### src/rtl/pwmp_pkg.sv
// Package for the padded window max pool block: widths, register indexes,
// payload structs, controller states and cell control.
// No dependencies.
package pwmp_pkg;

	localparam int DATA_BITS      = 16;
	localparam int ROW_BITS       = 13;
	localparam int KERNEL_BITS    = 3;
	localparam int CHAN_REG_BITS  = 7;
	localparam int WIDTH_REG_BITS = 7;
	localparam int CFG_DATA_BITS  = 13;
	localparam int CFG_INDEX_BITS = 3;

	localparam int DEF_MAX_WIDTH    = 64;
	localparam int DEF_MAX_CHANNELS = 64;
	localparam int DEF_MAX_KERNEL   = 5;

	// most negative sample: the value of a window with no position on the map
	localparam logic signed [DATA_BITS-1:0] DATA_MIN = {1'b1, {(DATA_BITS-1){1'b0}}};

	// configuration register indexes
	localparam logic [CFG_INDEX_BITS-1:0] CFG_CHANNELS = 3'd0;
	localparam logic [CFG_INDEX_BITS-1:0] CFG_HEIGHT   = 3'd1;
	localparam logic [CFG_INDEX_BITS-1:0] CFG_WIDTH    = 3'd2;
	localparam logic [CFG_INDEX_BITS-1:0] CFG_KERNEL   = 3'd3;
	localparam logic [CFG_INDEX_BITS-1:0] CFG_PAD      = 3'd4;

	// input action codes
	localparam logic ACT_SAMPLE = 1'b0;
	localparam logic ACT_DRAIN  = 1'b1;

	typedef struct packed {
		logic                        action;
		logic signed [DATA_BITS-1:0] sample;
	} in_item_t;

	typedef struct packed {
		logic signed [DATA_BITS-1:0] pooled;
		logic                        last;
	} out_item_t;

	typedef enum logic [2:0] {
		ST_IDLE,
		ST_CHECK,
		ST_READ,
		ST_DRAIN,
		ST_FINISH
	} state_t;

	typedef struct packed {
		logic clr;
		logic en;
	} cell_ctl_t;

endpackage

### src/rtl/pwmp_cell.sv
// Window column cell: keeps the running maximum of its column over the rows
// read so far and folds it into the maximum handed along the chain.
// Depends on pwmp_pkg.
module pwmp_cell (
	input  logic                                 clk,
	input  pwmp_pkg::cell_ctl_t                  ctl,
	input  logic signed [pwmp_pkg::DATA_BITS-1:0] din,
	input  logic signed [pwmp_pkg::DATA_BITS-1:0] chain_in,
	output logic signed [pwmp_pkg::DATA_BITS-1:0] chain_out
);
	import pwmp_pkg::*;

	logic signed [DATA_BITS-1:0] acc_q;

	// clear at window start, fold one row per enabled cycle
	always_ff @(posedge clk) begin
		if (ctl.clr) begin
			acc_q <= DATA_MIN;
		end else if (ctl.en && din > acc_q) begin
			acc_q <= din;
		end
	end

	// pass the larger value on to the next cell
	assign chain_out = (acc_q > chain_in) ? acc_q : chain_in;
endmodule

### config.mk
export PLATFORM = sky130hd
export DESIGN_NAME = pwmp_cell
export DESIGN_NICKNAME = d
export VERILOG_FILES = /design/src/rtl/pwmp_pkg.sv /design/src/rtl/pwmp_cell.sv
export SDC_FILE = /design/constraint.sdc
export NUM_CORES = 1
export LEC_CHECK = 0
export BUFFER_PORTS_ARGS = -buffer_cell sky130_fd_sc_hd__buf_2
export CAP_MARGIN = 20
export CORE_MARGIN = 4
export CORE_UTILIZATION = 50
export CTS_CLUSTER_DIAMETER = 200
export DETAILED_ROUTE_END_ITERATION = 12
export PLACE_DENSITY = 0.88
export SYNTH_ARGS = -nofsm -noshare
export SYNTH_HDL_FRONTEND = slang
export SYNTH_SLANG_ARGS = --single-unit
### constraint.sdc
create_clock -name clk -period 3.8 [get_ports clk]
set_input_delay 0.76 -clock clk [delete_from_list [all_inputs] [get_ports clk]]
set_output_delay 0.76 -clock clk [all_outputs]
set_load 0.1 [all_outputs]
# Yosys cells after proc, flatten, opt, wreduce, memory -nomap -nowiden
# Cells that the tools add are included.
[word_totals] out_inout_bits=16 mem_bits_ro=0 ff_bits=16 latchBits=0 n_memories=0 ramBits=0 inputBits=35 elab_cells=5
[op_classes] n_shift=0 n_reduce_logical=1 eq_ne=0 order_cmp=2 div=0 mux=1 n_addsub=0 bitwise_logic=0 n_mul=0
[ops] cell="16-bit > comparator" n=2
[ops] cell="16-bit 2-to-1 mux" n=1
[ops] cell="1-bit logical AND" n=1

# Depth between registers and ports, before layout
[depth] depth_word=2 mapped_depth=10 ltp_nobuf=8

# Worst setup path before layout
# Ideal clock, no wire load.
[synth_timing] path_type="input to output" start="in chain_in[13] (netlist bit)" end="out chain_out[10] (netlist bit)" required_ps=3040 arrival_ps=3987 path_slack_ps=-947 path_buffers=1 cell_stages=9 cell_sequence="inv_1 > ha_1 > a21oi_1 > o21ai_0 > a221oi_1 > nand2_1 > o21ai_2 > buf_2 > mux2i_1"
[synth_via] elab_chain_cells=2
[synth_lines] item="start, declared" line="pwmp_cell.sv:8" source="input logic signed [pwmp_pkg::DATA_BITS-1:0] chain_in,"
[synth_lines] item="16-bit > comparator" line="pwmp_cell.sv:25" source="assign chain_out = (acc_q > chain_in) ? acc_q : chain_in;"
[synth_lines] item="16-bit 2-to-1 mux" line="pwmp_cell.sv:25"
[synth_lines] item="end, declared" line="pwmp_cell.sv:9" source="output logic signed [pwmp_pkg::DATA_BITS-1:0] chain_out"
# Every way passes these cells.

# Worst setup path in the final report
[layout_timing] start="in chain_in[11] (netlist bit)" end="out chain_out[0] (netlist bit)"
# The elaborated chain is that of the path after synthesis.

==> impl_metrics.yaml <==
status:
  outcome: "finished clean"
routing:
  routed_via_density: 5.444
  num_vias: 1655
  antenna_left: 0
  post_drt_wl_per_cell_um: 13.95
  drt_first_pass_iters: 4
  routed_wl_um: 4241
  number_of_drc_violations_after_detailed_routing: 0
  drt_initial_violations: 58
floorplanning:
  initial_util: 0.5197
  floorplan.rows: 21
  num_io_pins: 51
  fp.dieArea_um2: 4474
  die_y_um: 66.89
  die_x_um: 66.89
  fp.coreArea_um2: 3337
grt:
  grt_pass1_vias: 1564
  gr-total-overflow: 0
  grt_antenna_before_repair: 0
  grt_first_pass_wirelength_um: 6837
  grt_max_degree: 32
  grt_usage: 0.1997
critical_path:
  worstSetupPathType: "input pin to output pin"
  cpMaxStageDelayCell: "mux2_2"
  crit_path_cell_chain: "buf_2, inv_1, ha_1, a21oi_1, o21ai_0, a221oi_2, nand2_1, o21ai_4, buf_4, mux2_2, buf_12"
  kind_of_start_point_of_the_critical_path: "input pin"
  crit_arrival_ns: 2.85
  critical_path.reg2reg.startpoint: "acc_q[13]"
  timing_endpoint_of_the_critical_path: "chain_out[0]"
  reg2reg_setup_slack_ns: 1.14
  critPathTopFamily: "compound AO/OA/AOI/OAI gates"
  timing.critical_path.slowest_cell_delay_ns: 0.37
  worst-path-buf-inv: 4
  worst_ep_required_time_ns: 3.04
  critPathMaxFanout: 5
  setup.worst_path.end_class: "output pin"
  worst-path-stages: 11
  setup.worst_path.start: "chain_in[11]"
  reg2regPathDepth: 8
  r2r-end: "acc_q[9]"
sta:
  maxSlewViolCount: 0
  max_freq_ghz: 0.2772
  tns_ns: 0
  rsz0062_at_grt: "false"
  worst_hold_slack_ns: 0.5297
  final.min_clock_period_ns: 3.608
  finClkSkew_ns: 0.002128
  slew_worst_pin_ns: 0.5671
  hold_viol_final: 0
  final-setup-viol-count: 0
  slew_headroom: 0.6207
  part_of_the_cycle_the_worst_path_needs: 0.9494
cells_and_area:
  max_ffs_per_register: 16
  insertedDiodeCount: 0
  sequential_cell_area_um2: 320.3
  most_flops_register: "acc_q"
  fill_cells: 239
  num-nets-final: 326
  most_used_cells_in_the_layout_excluding_fill_and_tap_cells: "inv_1, buf_2, ha_1, buf_12, dfxtp_1"
  multi_input_gate_area_in_the_final_layout_um2: 1390
  final_cells: 304
  largest_registers: "acc_q x16"
  layout_cell_share_with_drive_strength_beyond_1: 0.3256
  layout-area-overhead-vs-synth_pct: 41.70
placed_design:
  portBuffers: 50
  place.gp.congestion: 0.8129
  dpl_hpwl_um: 3718
  dp_cells: 300
yosys:
  syn_area_per_cell_um2: 8.258
  yosys_register_bits: 16
  netlist_area_um2: 1734
  synth_top_cell_area_share: 0.2309
  post_synth_inst_count: 210
  ys_seq_area_frac: 0.1847
  yosysWarningCount: 0
  mappedNetlistNets: 277
  synthTopCellsByArea: "ha_1, dfxtp_1, mux2i_1"
  netlist-cell-type-count: 33
  synth_area_leader_cell: "ha_1"
clock_network:
  cts_root_buffer: "clkbuf_4"
  cts_inserted_buffers: 3
  tritoncts: "yes"
  worst_skew_pair.late_latency_ns: 0.29
  cts.sink_count: 16
  cts.reportedPaths.clkPinSlew_ns: 0.08
  cts-root-to-sink-buffers: 2
  ctsHtreeMaxLevel: 1
min_path:
  hold_path_depth: 2
  hold_class: "flop to flop"
power_and_ir_drop:
  cellPowerDensity_nw_per_um2: 456.6
  max_vdd_drop_v: 0.0001794
  power.static_leakage_nw: 1.144
flow_run:
  timing.max_cap.violations: 0
==> per-stage QoR <==
stage | area, um2 | setup WS (ns) | power (W) | utilization
floorplan | 1892 | -0.1664 | 0.0007661 | -
finish | 2457 | 0.1922 | 0.001122 | 0.7364
CTS | 2451 | 0.1426 | 0.001126 | 0.7345
global route | 2457 | 0.02926 | 0.001174 | 0.7364
global placement | 2415 | 0.2061 | 0.0009978 | 0.7237
detailed placement | 2415 | 0.1397 | 0.001015 | 0.7237
==> cells in the mapped netlist <==
library cell / count
a21o_1: 5
a21oi_1: 11
a221oi_1: 1
a2bb2oi_1: 1
a31oi_1: 2
a41o_1: 1
and3_1: 1
and3b_2: 1
buf_2: 1
buf_6: 1
clkbuf_1: 5
clkbuf_2: 1
clkbuf_8: 1
dfxtp_1: 16
ha_1: 32
inv_1: 34
mux2_2: 1
mux2i_1: 16
nand2_1: 10
nand2b_1: 15
nand3_1: 1
nand4_1: 5
nor2_1: 7
nor2b_1: 2
nor3_4: 1
nor4_2: 1
o21a_1: 2
o21ai_0: 3
o21ai_1: 1
o21ai_2: 1
o31ai_1: 15
or4_1: 9
or4_2: 6
==> worst min path at each step <==
stage | end | from
2_1_floorplan | acc_q[0] | acc_q[0]
3_3_place_gp | acc_q[0] | acc_q[0]
3_5_place_dp | acc_q[0] | acc_q[0]
4_1_cts | acc_q[0] | acc_q[0]
5_1_grt | acc_q[0] | acc_q[0]
6_report | acc_q[0] | acc_q[0]
==> power breakdown <==
group / switching [W] / total (W) / leakage, nW / internal (W)
sequential: 0.0000111 / 0.000197 / 0.131 / 0.000186
clock: 0.0000525 / 0.000111 / 0.0210 / 0.0000585
combinational: 0.000494 / 0.000814 / 0.992 / 0.000320
total: 0.000558 / 0.00112 / 1.14 / 0.000565
==> cell families (layout without fill, tap and decap cells) <==
logic type	after synthesis	in the layout	share of synthesized area
AND/OR/NAND/NOR	59	59	0.2143
AO/OA/AOI/OAI	43	43	0.1667
buffers and inverters	43	91	0.1046
adder cells (fa/ha/maj)	32	32	0.2309
multiplexers	17	17	0.09884
flip-flops	16	16	0.1847
==> worst register-to-register path: stages, from the launching register on <==
cell	delay, ns
dfxtp_1	0.36
inv_1	0.13
ha_1	0.32
nand4_1	0.15
nor4_2	0.35
o21ai_1	0.15
and3_1	0.35
or4_2	0.67
o31ai_1	0.10
==> layout make-up <==
type	count	area share
flip-flops and latches	16	0.1303
inverters	34	0.05193
well taps	46	0.02342
clock buffers	4	0.01477
repair buffers	53	0.2138
multi-input cells	151	0.5657
==> what timing repair did <==
item                       CTS  global route
hold buffers                 0             0
gates resized for setup      0             1
setup endpoints to repair    0            14
setup buffers                0             0
==> per-layer routing <==
| layer | share of wire | global-route usage |
|---|---|---|
| met2 | 0.49 | 0.3502 |
| met5 | 0 | 0 |
| met3 | 0.036 | 0.01180 |
| met1 | 0.45 | 0.2487 |
| met4 | 0.021 | 0.08861 |
Power figures use the tool's default switching activity.
